## src/rtl/tbsa_pkg.sv

```systemverilog
// Shared types, sizes and helper functions of the two-level bitmap slot allocator.
// Depends on nothing; every other file of the allocator imports it.
package tbsa_pkg;

    // Geometry of the pool frame.
    localparam int CELL_BITS   = 32;
    localparam int CELL_COUNT  = 8;
    localparam int SLOT_TOTAL  = CELL_BITS * CELL_COUNT;
    localparam int CELL_IDX_W  = (CELL_COUNT > 1) ? $clog2(CELL_COUNT) : 1;
    localparam int BIT_IDX_W   = $clog2(CELL_BITS);
    localparam int SLOT_W      = $clog2(SLOT_TOTAL + 1);

    // Field and register widths fixed by the interface.
    localparam int INDEX_W        = 8;
    localparam int OFFSET_W       = 20;
    localparam int SLOT_COUNT_W   = 9;
    localparam int ENTITY_SIZE_W  = 13;
    localparam int CFG_DATA_W     = 13;
    localparam int CFG_ADDR_W     = 1;
    localparam int CMP_W          = (SLOT_W > SLOT_COUNT_W) ? SLOT_W : SLOT_COUNT_W;

    localparam logic [SLOT_COUNT_W-1:0]  SLOT_COUNT_RESET  = 9'd256;
    localparam logic [ENTITY_SIZE_W-1:0] ENTITY_SIZE_RESET = 13'd16;

    typedef logic [CELL_BITS-1:0]  cell_word_t;
    typedef logic [CELL_COUNT-1:0] summary_t;

    typedef enum logic {
        OP_ALLOCATE = 1'b0,
        OP_RELEASE  = 1'b1
    } op_t;

    typedef enum logic [1:0] {
        STATUS_GRANTED     = 2'd0,
        STATUS_FULL        = 2'd1,
        STATUS_RELEASED    = 2'd2,
        STATUS_RANGE_ERROR = 2'd3
    } status_t;

    typedef enum logic [CFG_ADDR_W-1:0] {
        REG_SLOT_COUNT  = 1'b0,
        REG_ENTITY_SIZE = 1'b1
    } reg_index_t;

    typedef struct packed {
        logic [SLOT_COUNT_W-1:0]  slot_count;
        logic [ENTITY_SIZE_W-1:0] entity_size;
    } cfg_t;

    typedef struct packed {
        op_t                operation;
        logic [INDEX_W-1:0] slot_index;
    } request_t;

    typedef struct packed {
        status_t            status;
        logic [INDEX_W-1:0] granted_index;
    } decision_t;

    // Priority encoders: index of the lowest set bit, zero for an empty word.
    function automatic logic [CELL_IDX_W-1:0] lowest_cell(input summary_t w);
        logic [CELL_IDX_W-1:0] idx;
        idx = '0;
        for (int i = CELL_COUNT - 1; i >= 0; i--) begin
            if (w[i]) begin
                idx = CELL_IDX_W'(i);
            end
        end
        return idx;
    endfunction

    function automatic logic [BIT_IDX_W-1:0] lowest_bit(input cell_word_t w);
        logic [BIT_IDX_W-1:0] idx;
        idx = '0;
        for (int i = CELL_BITS - 1; i >= 0; i--) begin
            if (w[i]) begin
                idx = BIT_IDX_W'(i);
            end
        end
        return idx;
    endfunction

endpackage

```

## src/rtl/tbsa_cfg.sv

```systemverilog
// Configuration registers of the slot allocator: slot count and entity size.
// Depends on tbsa_pkg.
module tbsa_cfg
    import tbsa_pkg::*;
(
    input  logic                  aclk,
    input  logic                  aresetn,
    input  logic                  cfg_wr_en,
    input  logic [CFG_ADDR_W-1:0] cfg_addr,
    input  logic [CFG_DATA_W-1:0] cfg_wdata,
    output cfg_t                  cfg
);

    logic [SLOT_COUNT_W-1:0]  slot_count_reg;
    logic [ENTITY_SIZE_W-1:0] entity_size_reg;

    always_ff @(posedge aclk) begin
        if (!aresetn) begin
            slot_count_reg  <= SLOT_COUNT_RESET;
            entity_size_reg <= ENTITY_SIZE_RESET;
        end else if (cfg_wr_en) begin
            unique case (reg_index_t'(cfg_addr))
                REG_SLOT_COUNT:  slot_count_reg  <= cfg_wdata[SLOT_COUNT_W-1:0];
                REG_ENTITY_SIZE: entity_size_reg <= cfg_wdata[ENTITY_SIZE_W-1:0];
                default: ;
            endcase
        end
    end

    assign cfg.slot_count  = slot_count_reg;
    assign cfg.entity_size = entity_size_reg;

endmodule

```

## src/rtl/tbsa_bitmap.sv

```systemverilog
// Free bitmap and cell summary of the allocator, with the allocate and release decision.
// Depends on tbsa_pkg.
module tbsa_bitmap
    import tbsa_pkg::*;
(
    input  logic                    aclk,
    input  logic                    aresetn,
    input  logic                    apply,
    input  request_t                req,
    input  logic [SLOT_COUNT_W-1:0] slot_count,
    output decision_t               decision
);

    cell_word_t cells_reg [CELL_COUNT];
    cell_word_t cells_next [CELL_COUNT];
    summary_t   summary_reg;
    summary_t   summary_next;

    logic [CELL_IDX_W-1:0] alloc_cell;
    logic [BIT_IDX_W-1:0]  alloc_bit;
    cell_word_t            alloc_word;
    logic [SLOT_W-1:0]     alloc_slot;
    logic                  alloc_ok;

    logic [SLOT_W-1:0]     rel_slot;
    logic [CELL_IDX_W-1:0] rel_cell;
    logic [BIT_IDX_W-1:0]  rel_bit;
    logic                  rel_ok;

    // Allocate: lowest cell with free slots, then lowest free slot in it.
    assign alloc_cell = lowest_cell(summary_reg);
    assign alloc_word = cells_reg[alloc_cell];
    assign alloc_bit  = lowest_bit(alloc_word);
    assign alloc_slot = SLOT_W'(CELL_BITS) * SLOT_W'(alloc_cell) + SLOT_W'(alloc_bit);
    assign alloc_ok   = (|summary_reg) && (|alloc_word)
                        && (CMP_W'(alloc_slot) < CMP_W'(slot_count))
                        && (CMP_W'(alloc_slot) < CMP_W'(SLOT_TOTAL));

    // Release: the index must lie below both the slot count and the frame size.
    assign rel_slot = SLOT_W'(req.slot_index);
    assign rel_cell = CELL_IDX_W'(rel_slot / CELL_BITS);
    assign rel_bit  = BIT_IDX_W'(rel_slot % CELL_BITS);
    assign rel_ok   = (CMP_W'(req.slot_index) < CMP_W'(slot_count))
                      && (CMP_W'(req.slot_index) < CMP_W'(SLOT_TOTAL));

    always_comb begin
        decision.granted_index = '0;
        if (req.operation == OP_ALLOCATE) begin
            if (alloc_ok) begin
                decision.status        = STATUS_GRANTED;
                decision.granted_index = alloc_slot[INDEX_W-1:0];
            end else begin
                decision.status = STATUS_FULL;
            end
        end else begin
            decision.status = rel_ok ? STATUS_RELEASED : STATUS_RANGE_ERROR;
        end
    end

    always_comb begin
        for (int c = 0; c < CELL_COUNT; c++) begin
            cells_next[c] = cells_reg[c];
        end
        summary_next = summary_reg;
        if (apply) begin
            if (req.operation == OP_ALLOCATE) begin
                if (alloc_ok) begin
                    cells_next[alloc_cell][alloc_bit] = 1'b0;
                    if (cells_next[alloc_cell] == '0) begin
                        summary_next[alloc_cell] = 1'b0;
                    end
                end
            end else if (rel_ok) begin
                cells_next[rel_cell][rel_bit] = 1'b1;
                summary_next[rel_cell]        = 1'b1;
            end
        end
    end

    always_ff @(posedge aclk) begin
        if (!aresetn) begin
            for (int c = 0; c < CELL_COUNT; c++) begin
                cells_reg[c] <= '1;
            end
            summary_reg <= '1;
        end else begin
            for (int c = 0; c < CELL_COUNT; c++) begin
                cells_reg[c] <= cells_next[c];
            end
            summary_reg <= summary_next;
        end
    end

endmodule

```

## src/rtl/two_level_bitmap_slot_allocator_core.sv

```systemverilog
// Top level of the two-level bitmap slot allocator: input register, result register, offset.
// Depends on tbsa_pkg, tbsa_cfg and tbsa_bitmap.
//
// Usage
// The slave channel takes one request word per handshake: tuser carries the operation
// (allocate or release) and tdata the slot index to release, which allocates ignore.
// The master channel returns exactly one result word per request, in order: tuser holds
// the status and tdata the granted slot index and its byte offset, both zero unless a
// slot was granted.
// A request is captured in an input register; when it advances, the bitmap lookup, the
// bitmap update and the offset multiplication complete together into the result
// register, from which its result is offered on the master channel. A new request can
// be taken in every cycle while the receiver does not stall; the bitmap state updates at
// the same edge as the result register, so each request sees all earlier ones. One word
// per cycle is limited by that single lookup-and-update path through the bitmap.
// If the receiver stalls, a finished result waits in the result register and one more
// request is still taken into the input register before s_tready falls.
// Reset marks every slot free, sets the slot count to 256 and the entity size to 16,
// and empties both registers. Configuration writes are meant for idle periods only.
module two_level_bitmap_slot_allocator_core
    import tbsa_pkg::*;
(
    input  logic                  aclk,
    input  logic                  aresetn,

    // Request channel.
    input  logic                  s_tvalid,
    output logic                  s_tready,
    input  logic [7:0]            s_tdata,   // [7:0] slot_index
    input  logic [0:0]            s_tuser,   // [0] operation

    // Result channel.
    output logic                  m_tvalid,
    input  logic                  m_tready,
    output logic [31:0]           m_tdata,   // [7:0] granted_index, [27:8] byte_offset, zeros
    output logic [1:0]            m_tuser,   // [1:0] status

    // Configuration write port.
    input  logic                  cfg_wr_en,
    input  logic [CFG_ADDR_W-1:0] cfg_addr,
    input  logic [CFG_DATA_W-1:0] cfg_wdata
);

    cfg_t      cfg;
    decision_t decision;
    request_t  req;
    logic      advance;

    // Input register.
    logic               in_valid_reg;
    op_t                in_op_reg;
    logic [INDEX_W-1:0] in_index_reg;

    // Result register.
    logic                out_valid_reg;
    status_t             out_status_reg;
    logic [INDEX_W-1:0]  out_index_reg;
    logic [OFFSET_W-1:0] out_offset_reg;

    logic [INDEX_W+ENTITY_SIZE_W-1:0] offset_full;

    // The held request moves on whenever the result register is empty or being emptied.
    assign advance  = in_valid_reg && (!out_valid_reg || m_tready);
    assign s_tready = !in_valid_reg || advance;

    assign req.operation  = in_op_reg;
    assign req.slot_index = in_index_reg;

    tbsa_cfg u_cfg (
        .aclk      (aclk),
        .aresetn   (aresetn),
        .cfg_wr_en (cfg_wr_en),
        .cfg_addr  (cfg_addr),
        .cfg_wdata (cfg_wdata),
        .cfg       (cfg)
    );

    tbsa_bitmap u_bitmap (
        .aclk       (aclk),
        .aresetn    (aresetn),
        .apply      (advance),
        .req        (req),
        .slot_count (cfg.slot_count),
        .decision   (decision)
    );

    // The granted index is zero for every other outcome, so the offset is zero as well.
    assign offset_full = (INDEX_W+ENTITY_SIZE_W)'(decision.granted_index)
                         * (INDEX_W+ENTITY_SIZE_W)'(cfg.entity_size);

    always_ff @(posedge aclk) begin
        if (!aresetn) begin
            in_valid_reg  <= 1'b0;
            out_valid_reg <= 1'b0;
        end else begin
            if (s_tready) begin
                in_valid_reg <= s_tvalid;
            end
            if (advance) begin
                out_valid_reg <= 1'b1;
            end else if (m_tready) begin
                out_valid_reg <= 1'b0;
            end
        end
    end

    always_ff @(posedge aclk) begin
        if (s_tready && s_tvalid) begin
            in_op_reg    <= op_t'(s_tuser[0]);
            in_index_reg <= s_tdata[INDEX_W-1:0];
        end
        if (advance) begin
            out_status_reg <= decision.status;
            out_index_reg  <= decision.granted_index;
            out_offset_reg <= offset_full[OFFSET_W-1:0];
        end
    end

    assign m_tvalid = out_valid_reg;
    assign m_tuser  = out_status_reg;
    assign m_tdata  = {4'b0000, out_offset_reg, out_index_reg};

endmodule

```

## config.mk

```make
export PLATFORM = sky130hd
export DESIGN_NAME = two_level_bitmap_slot_allocator_core
export DESIGN_NICKNAME = d
export VERILOG_FILES = /design/src/rtl/tbsa_pkg.sv /design/src/rtl/tbsa_cfg.sv /design/src/rtl/tbsa_bitmap.sv /design/src/rtl/two_level_bitmap_slot_allocator_core.sv
export SDC_FILE = /design/constraint.sdc
export NUM_CORES = 1
export LEC_CHECK = 0
export ABC_AREA = 0
export ABC_CLOCK_PERIOD_IN_PS = 21700
export BUFFER_PORTS_ARGS = -buffer_cell sky130_fd_sc_hd__buf_2
export CORE_ASPECT_RATIO = 0.8
export CORE_MARGIN = 5
export CORE_UTILIZATION = 59
export DETAILED_ROUTE_END_ITERATION = 12
export PLACE_DENSITY = 0.86
export REMOVE_ABC_BUFFERS = 1
export SYNTH_ARGS = -nofsm -noshare
export SYNTH_HDL_FRONTEND = slang
export SYNTH_SLANG_ARGS = --single-unit
export TNS_END_PERCENT = 50
```

## constraint.sdc

```tcl
create_clock -name aclk -period 21.7 [get_ports aclk]
set_input_delay 3.255 -clock aclk [delete_from_list [all_inputs] [get_ports aclk]]
set_output_delay 3.255 -clock aclk [all_outputs]
set_load 0.01 [all_outputs]
```

== Yosys cells after proc, flatten, opt, wreduce, memory -nomap -nowiden ==
Memory sizes are Yosys's and may differ from the RTL's.
Cells that the tools add are included.
Widths: inputs -> output; s select.
Cells by class
  $add $sub $neg: 1
  $mul: 1
  magnitude comparators: 15
  equality and inequality tests: 1
  muxes and demuxes: 80
  bitwise gates (word level): 17
  reductions and logical operators: 24
Operators with widths (number)
  $mux 256: 4
  $mux 32: 12
  $and 256x256->256: 1
  $not 256->256: 1
  $or 256x256->256: 1
  $demux 32 s3: 2
  $mux 5: 32
  $bmux 32 s3: 1
  $mux 8: 6
  $logic_not 32->1: 1
  $reduce_or 32->1: 1
  $mux 3: 8
  $mul 8x13->20: 1
  $lt 5x6->1 const B: 2
  $logic_and 1x1->1: 11
  $demux 1 s5: 2
  $ge 5x1->1 const B: 2
  $mux 1: 10
  $add 8x5->9: 1
  $lt 8x9->1: 1
  $lt 9x9->1: 1
  $lt 9x9->1 const B: 1
  $and 8x8->8: 1
  $ge 4x4->1 const B: 2
  17 further kinds: 34
Word-level totals
  bits in registers: 71
  bits in writable memories: 256
  output and inout bits: 36
  word-level logic and storage cells: 150
  memories: 1
Memories
  u_bitmap.cells_reg: words 8, bits a word 32, read ports 9, clocked after Yosys merged registers in 0, write ports 8, RTL line tbsa_bitmap.sv:14  | cell_word_t cells_reg [CELL_COUNT];

== Longest topological paths before layout ==
An unclocked memory read counts as a cell.
  word-level depth: 56
  depth in mapped cells: 47
  gate-level depth less buffers: 44

== Hierarchy ==
A second synthesis with hierarchy kept.
Unflattened totals
  cells, all modules: 2231
  area total of the unflattened synthesis: 19528.7 um^2
Modules (own cells, without submodules)
  tbsa_bitmap: times used 1, cells an instance 1704, area an instance 14136.1 um^2, sequential area each 5285.1 um^2
  two_level_bitmap_slot_allocator_core: times used 1, cells an instance 435, area an instance 4523.1 um^2, sequential area each 1211.2 um^2
  tbsa_cfg: times used 1, cells an instance 92, area an instance 869.6 um^2, sequential area each 440.4 um^2

== Worst setup path before layout ==
OpenSTA, ideal clock, no wires.
  kind: reg-to-reg
  start: register u_bitmap.summary_reg[5]
  end: register out_offset_reg[19], data pin
  setup time: 0.260 ns
  data arrival time: 8.699 ns
  path slack: 12.741 ns
  cell stages (with the launch flop): 46
  buffers on the path: 4
  cell sequence: dfxtp_1 > clkbuf_2 > nor2_2 > and3_1 > clkbuf_1 > a221o_1 > a2111oi_4 > nor3b_2 > nand3_1 > or3_1 > or2_0 > buf_4 > nand2_2 > inv_1 > ha_1 > a21oi_1 > nor2b_1 > o21ai_0 > (+10 left out) > inv_1 > fa_1 > fa_1 > inv_1 > fa_1 > inv_1 > ha_1 > a21boi_0 > o21ai_0 > a21boi_0 > o21ai_0 > a21boi_0 > o21ai_0 > nand2b_1 > a31oi_1 > o21ai_0 > a31oi_1 > xnor2_1
RTL lines
  start: declaration: RTL line tbsa_bitmap.sv:16  | summary_t summary_reg;
  start signal: assignment: RTL line tbsa_bitmap.sv:90  | summary_reg <= summary_next;
  end signal: assignment: RTL line two_level_bitmap_slot_allocator_core.sv:115  | out_offset_reg <= offset_full[OFFSET_W-1:0];
  end: declaration: RTL line two_level_bitmap_slot_allocator_core.sv:58  | logic [OFFSET_W-1:0] out_offset_reg;

== Worst setup path after layout ==
  start: register u_bitmap.summary_reg[2]
  end: register out_offset_reg[19], data pin
Between the ends
  cells in the longest elaborated chain, start to end: 43
RTL lines
  $mux 3 (3 in series): RTL line tbsa_pkg.sv:65  | if (w[i]) begin
  $mem_v2 8x32
  $mux 5 (32 in series): RTL line tbsa_pkg.sv:76  | if (w[i]) begin
  $add 8x5->9: RTL line tbsa_bitmap.sv:34  | assign alloc_slot = SLOT_W'(CELL_BITS) * SLOT_W'(alloc_cell) + SLOT_W'(alloc_bit);
  $lt 9x9->1: RTL line tbsa_bitmap.sv:36  | && (CMP_W'(alloc_slot) < CMP_W'(slot_count))
  $logic_and 1x1->1: RTL line tbsa_bitmap.sv:36
  $logic_and 1x1->1: RTL line tbsa_bitmap.sv:37  | && (CMP_W'(alloc_slot) < CMP_W'(SLOT_TOTAL));
  $mux 8 *: RTL line tbsa_bitmap.sv:49  | if (alloc_ok) begin
  $mux 8 *: RTL line tbsa_bitmap.sv:48  | if (req.operation == OP_ALLOCATE) begin
  $mul 8x13->20 *: RTL line two_level_bitmap_slot_allocator_core.sv:89  | * (INDEX_W+ENTITY_SIZE_W)'(cfg.entity_size);
  via offset_full[19]: RTL line two_level_bitmap_slot_allocator_core.sv:60  | logic [INDEX_W+ENTITY_SIZE_W-1:0] offset_full;
Mark *: on every way through the listed nets, which the timed path passes. The rest lies on a longest branch.
A chain may end at the register's enable or synchronous reset.

==> impl_metrics.prom <==
# TYPE chip_impl_metric gauge
chip_impl_info{name="run_status",value="finished clean"} 1
chip_impl_metric{name="die_y",unit="um"} 178
chip_impl_metric{name="number_of_warnings_printed_during_yosys_synthesis",unit=""} 0
chip_impl_metric{name="clkSlewWorstSetupHoldPaths",unit="ns"} 0.07
chip_impl_metric{name="layout_worst_path_cycle_share",unit="%"} 56.1
chip_impl_metric{name="share_of_yosys_cell_area_claimed_by_the_top_area_cell_type",unit="%"} 27.6
chip_impl_metric{name="finalHoldViolCount",unit=""} 0
chip_impl_metric{name="first_global_vias",unit=""} 21200
chip_impl_metric{name="seq_area_frac_synth",unit="%"} 33.2
chip_impl_metric{name="ant_nets",unit=""} 0
chip_impl_metric{name="post-dp-hpwl",unit="mm"} 51.5
chip_impl_metric{name="synth_seq_cells",unit=""} 327
chip_impl_metric{name="post_cts_resize_count",unit=""} 0
chip_impl_metric{name="route.detailed.drc",unit=""} 0
chip_impl_metric{name="finalNetCount",unit=""} 2754
chip_impl_metric{name="placeableCoreArea",unit="sq um"} 34900
chip_impl_metric{name="synth.cell_area",unit="sq um"} 20900
chip_impl_info{name="cp-startpoint",value="u_bitmap.summary_reg[2]"} 1
chip_impl_metric{name="intPower",unit="uW"} 997
chip_impl_metric{name="power_frac_clock",unit="%"} 47.2
chip_impl_info{name="routed.top_layer",value="met5"} 1
chip_impl_metric{name="drive_above_1_share",unit="%"} 9.18
chip_impl_info{name="path_common_cell",value="sky130_fd_sc_hd__o21ai_0"} 1
chip_impl_metric{name="multi_input_area",unit="sq um"} 12700
chip_impl_metric{name="power.combinational.fraction",unit="%"} 5.7
chip_impl_metric{name="final-max-slew-violation-count",unit=""} 0
chip_impl_info{name="worst_setup_path_start_kind",value="flip-flop"} 1
chip_impl_metric{name="start_util",unit="%"} 59.9
chip_impl_info{name="synth_top_family_by_area",value="compound AO/OA/AOI/OAI gates"} 1
chip_impl_metric{name="drt_iter0_markers",unit=""} 4038
chip_impl_metric{name="clock_latency",unit="ns"} 0.55
chip_impl_info{name="synth-main-ff-cell",value="sky130_fd_sc_hd__dfxtp_1"} 1
chip_impl_metric{name="power.static_leakage",unit="nW"} 8.86
chip_impl_metric{name="cts_max_level",unit=""} 2
chip_impl_metric{name="critical_path_peak_fanout",unit=""} 47
chip_impl_metric{name="postLayoutCoreUtil",unit="%"} 64.6
chip_impl_metric{name="synthMuxAreaShare",unit="%"} 0.995
chip_impl_metric{name="power_frac_seq",unit="%"} 47.2
chip_impl_metric{name="synthesis.instances",unit=""} 2673
chip_impl_info{name="timing.critical_path.slowest_stage_cell",value="sky130_fd_sc_hd__nor2b_1"} 1
chip_impl_metric{name="route.detailed.wl_per_inst",unit="um"} 25.5
chip_impl_metric{name="met2_wirelength",unit="mm"} 31.5
chip_impl_metric{name="hold_buffers",unit=""} 0
chip_impl_metric{name="clock_skew_after_layout",unit="ns"} 0.0278
chip_impl_metric{name="cts.sink_count",unit=""} 327
chip_impl_info{name="tritoncts_clock_tree",value="done"} 1
chip_impl_metric{name="num-fill-cells",unit=""} 2917
chip_impl_metric{name="num_antenna_cells",unit=""} 0
chip_impl_metric{name="wl_met1",unit="mm"} 30.3
chip_impl_info{name="timing.hold.worst.start",value="u_cfg.slot_count_reg[6]"} 1
chip_impl_metric{name="dr.pass1.iters",unit=""} 9
chip_impl_metric{name="cap_violations",unit=""} 0
chip_impl_metric{name="fmaxAchievable",unit="MHz"} 82.1
chip_impl_metric{name="synth-adder-area-share",unit="%"} 9.41
chip_impl_info{name="most_common_library_cell_in_the_layout_ignoring_fill_and_taps",value="sky130_fd_sc_hd__a21oi_1"} 1
chip_impl_metric{name="die_w",unit="um"} 220
chip_impl_metric{name="fin_setup_tns",unit="ns"} 0
chip_impl_metric{name="maximum_number_of_pins_on_one_net_before_global_route_repair",unit=""} 128
chip_impl_metric{name="met3RoutedLength",unit="mm"} 13.0
chip_impl_info{name="cts.root.buffer_cell",value="sky130_fd_sc_hd__clkbuf_16"} 1
chip_impl_metric{name="critical_path_required",unit="ns"} 22.00
chip_impl_metric{name="first_pass_grt_wire_length",unit="mm"} 122
chip_impl_metric{name="area.growth.synth_to_final",unit="%"} 7.92
chip_impl_metric{name="seqCellArea",unit="sq um"} 6940
chip_impl_metric{name="synth-simple-area-share",unit="%"} 17.7
chip_impl_metric{name="netSwitchingFraction",unit="%"} 24.7
chip_impl_info{name="setup_repair_after_global_routing_missed_its_margin",value="no"} 1
chip_impl_metric{name="io_buffer_count",unit=""} 59
chip_impl_metric{name="slew_headroom",unit="%"} 14.1
chip_impl_metric{name="num_io_pins",unit=""} 64
chip_impl_metric{name="average_size_of_a_mapped_cell",unit="sq um"} 7.81
chip_impl_info{name="ys_top_cells_by_area",value="sky130_fd_sc_hd__dfxtp_1 28%, sky130_fd_sc_hd__a21oi_1 13%, sky130_fd_sc_hd__o22ai_1 6.9%, sky130_fd_sc_hd__nand2_1 6.7%, sky130_fd_sc_hd__fa_1 6.2%"} 1
chip_impl_metric{name="grt_antenna_before_repair",unit=""} 3
chip_impl_metric{name="synth_compound_area_share",unit="%"} 31.6
chip_impl_metric{name="report.final.setup_viol",unit=""} 0
chip_impl_metric{name="clk_path_buf_depth",unit=""} 3
chip_impl_metric{name="core_rows",unit=""} 61
chip_impl_metric{name="synth_async_sr_flop_share",unit="%"} 0
chip_impl_metric{name="vdd_drop_max",unit="mV"} 0.0622
chip_impl_metric{name="die_area",unit="sq um"} 39300
chip_impl_metric{name="final_period_minus_worst_setup_slack",unit="ns"} 12.17
chip_impl_metric{name="crit_path_max_incr_delay",unit="ns"} 0.85
chip_impl_metric{name="switching_power",unit="uW"} 328
chip_impl_metric{name="vias",unit=""} 22000
chip_impl_metric{name="arr_time_crit_path",unit="ns"} 12.47
chip_impl_metric{name="p_per_area",unit="nW/um^2"} 58.8
chip_impl_info{name="timing.critical_path.to_type",value="flip-flop"} 1
chip_impl_metric{name="synth-edff-count",unit=""} 39
chip_impl_metric{name="synthXorXnorAreaFrac",unit="%"} 0.587
chip_impl_info{name="reg2reg_from",value="u_bitmap.summary_reg[2]"} 1
chip_impl_metric{name="post_cts_buffers",unit=""} 0
chip_impl_metric{name="drt_wl_total",unit="mm"} 79.2
chip_impl_info{name="holdCritPathClass",value="reg -> reg"} 1
chip_impl_metric{name="max_slew.worst_pin.slew",unit="ns"} 1.28
chip_impl_metric{name="routability_congestion_estimate",unit=""} 1.07
chip_impl_info{name="synth_top_area_cell",value="sky130_fd_sc_hd__dfxtp_1"} 1
chip_impl_metric{name="numCtsBuffers",unit=""} 36
chip_impl_metric{name="grtUsageTotal",unit="%"} 39.4
chip_impl_metric{name="sum_of_overflow_across_all_layers_after_global_routing",unit=""} 0
chip_impl_metric{name="synth_cell_type_count",unit=""} 97
chip_impl_metric{name="largest_reg_flops",unit=""} 256
chip_impl_info{name="layout_common_cells",value="541 x sky130_fd_sc_hd__a21oi_1, 374 x sky130_fd_sc_hd__nand2_1, 286 x sky130_fd_sc_hd__dfxtp_1"} 1
chip_impl_metric{name="detail_route.vias_per_cell",unit=""} 7.09
chip_impl_info{name="crit_path_kind",value="reg -> reg"} 1
## synthesized netlist by cell type (6+ instances only)
cell / number
sky130_fd_sc_hd__inv_1: 111
sky130_fd_sc_hd__and2_1: 88
sky130_fd_sc_hd__a21o_1: 30
sky130_fd_sc_hd__o2111a_1: 6
sky130_fd_sc_hd__xnor2_1: 10
sky130_fd_sc_hd__clkbuf_1: 155
sky130_fd_sc_hd__a21boi_0: 25
sky130_fd_sc_hd__a22o_1: 13
sky130_fd_sc_hd__mux2i_1: 14
sky130_fd_sc_hd__nor2_1: 114
sky130_fd_sc_hd__or3_1: 8
sky130_fd_sc_hd__fa_1: 65
sky130_fd_sc_hd__nor3_1: 22
sky130_fd_sc_hd__edfxtp_1: 39
sky130_fd_sc_hd__o211ai_1: 8
sky130_fd_sc_hd__ha_1: 53
sky130_fd_sc_hd__nor2b_1: 26
sky130_fd_sc_hd__a211oi_1: 11
sky130_fd_sc_hd__buf_1: 9
sky130_fd_sc_hd__o21ai_0: 79
sky130_fd_sc_hd__nand2b_1: 26
sky130_fd_sc_hd__dfxtp_1: 288
sky130_fd_sc_hd__a221oi_1: 13
sky130_fd_sc_hd__nor4_1: 7
sky130_fd_sc_hd__buf_4: 12
sky130_fd_sc_hd__mux2_2: 6
sky130_fd_sc_hd__buf_2: 37
sky130_fd_sc_hd__a31oi_1: 11
sky130_fd_sc_hd__o21a_1: 12
sky130_fd_sc_hd__a22oi_1: 32
sky130_fd_sc_hd__a21oi_1: 541
sky130_fd_sc_hd__and3_1: 17
sky130_fd_sc_hd__nand3b_1: 7
sky130_fd_sc_hd__nor3b_1: 7
sky130_fd_sc_hd__nand3_1: 39
sky130_fd_sc_hd__or2_2: 7
sky130_fd_sc_hd__o22ai_1: 231
sky130_fd_sc_hd__nand2_1: 374
## power groups by stage
stage               Combinational (mW)  Sequential [mW]  Clock, mW
floorplan                       0.0336            0.636          0
CTS                             0.0710            0.624      0.625
finish                          0.0752            0.625      0.625
global placement                0.0692            0.637          0
global route                    0.0778            0.625      0.650
detailed placement              0.0707            0.638          0
## stage by stage
step / hold WS, ns / power [mW] / setup WS (ns) / cell area, sq um / std cells
2_1_floorplan: 0.443 / 0.669 / 10.88 / 20000 / 2460
3_3_place_gp: 0.458 / 0.706 / 10.51 / 21300 / 3042
5_1_grt: 0.487 / 1.35 / 9.02 / 22500 / 3108
4_1_cts: 0.470 / 1.32 / 9.96 / 22500 / 3108
3_5_place_dp: 0.462 / 0.708 / 10.12 / 21300 / 3042
6_report: 0.470 / 1.32 / 9.53 / 22500 / 3108
## logic make-up (layout without fill, tap and decap cells)
logic type,after synthesis,count (layout)
AO/OA/AOI/OAI,1086,1086
XOR/XNOR,14,14
adder cells (fa/ha/maj),118,118
buffers and inverters,328,288
flip-flops,327,327
multiplexers,20,20
other,1,4
AND/OR/NAND/NOR,779,779
## layout make-up
class	instances	share of cell area (%)
multi-input cells	2021	56.4
flip-flops and latches	327	30.8
clock buffers	59	5.11
repair buffers	110	3.05
well taps	472	2.62
inverters	112	1.87
clock inverters	7	0.194
## worst paths after layout
check | cells after the start | slack (ns) | to
setup / recovery | 44 | 9.53 | out_offset_reg[19]
hold / removal | 2 | 0.47 | u_cfg.slot_count_reg[6]
setup reg to reg | 44 | 9.53 | out_offset_reg[19]
hold reg to reg | 2 | 0.47 | u_cfg.slot_count_reg[6]
## worst max-delay path, delay by kind of cell (launching register included)
family	cells	cell delay [ns]
AO/OA/AOI/OAI	17	3.85
XOR/XNOR	1	0.15
adder cells (fa/ha/maj)	6	2.27
buffers and inverters	6	1.20
flip-flops	1	0.32
AND/OR/NAND/NOR	14	4.09
## metal layers
layer | GRT usage (%) | up-vias
li1 | - | 9488
met1 | 54.1 | 10300
met2 | 54.9 | 1855
met3 | 14.8 | 385
met4 | 18.5 | 6
met5 | 0 | -
(Power assumes the default switching activity.)
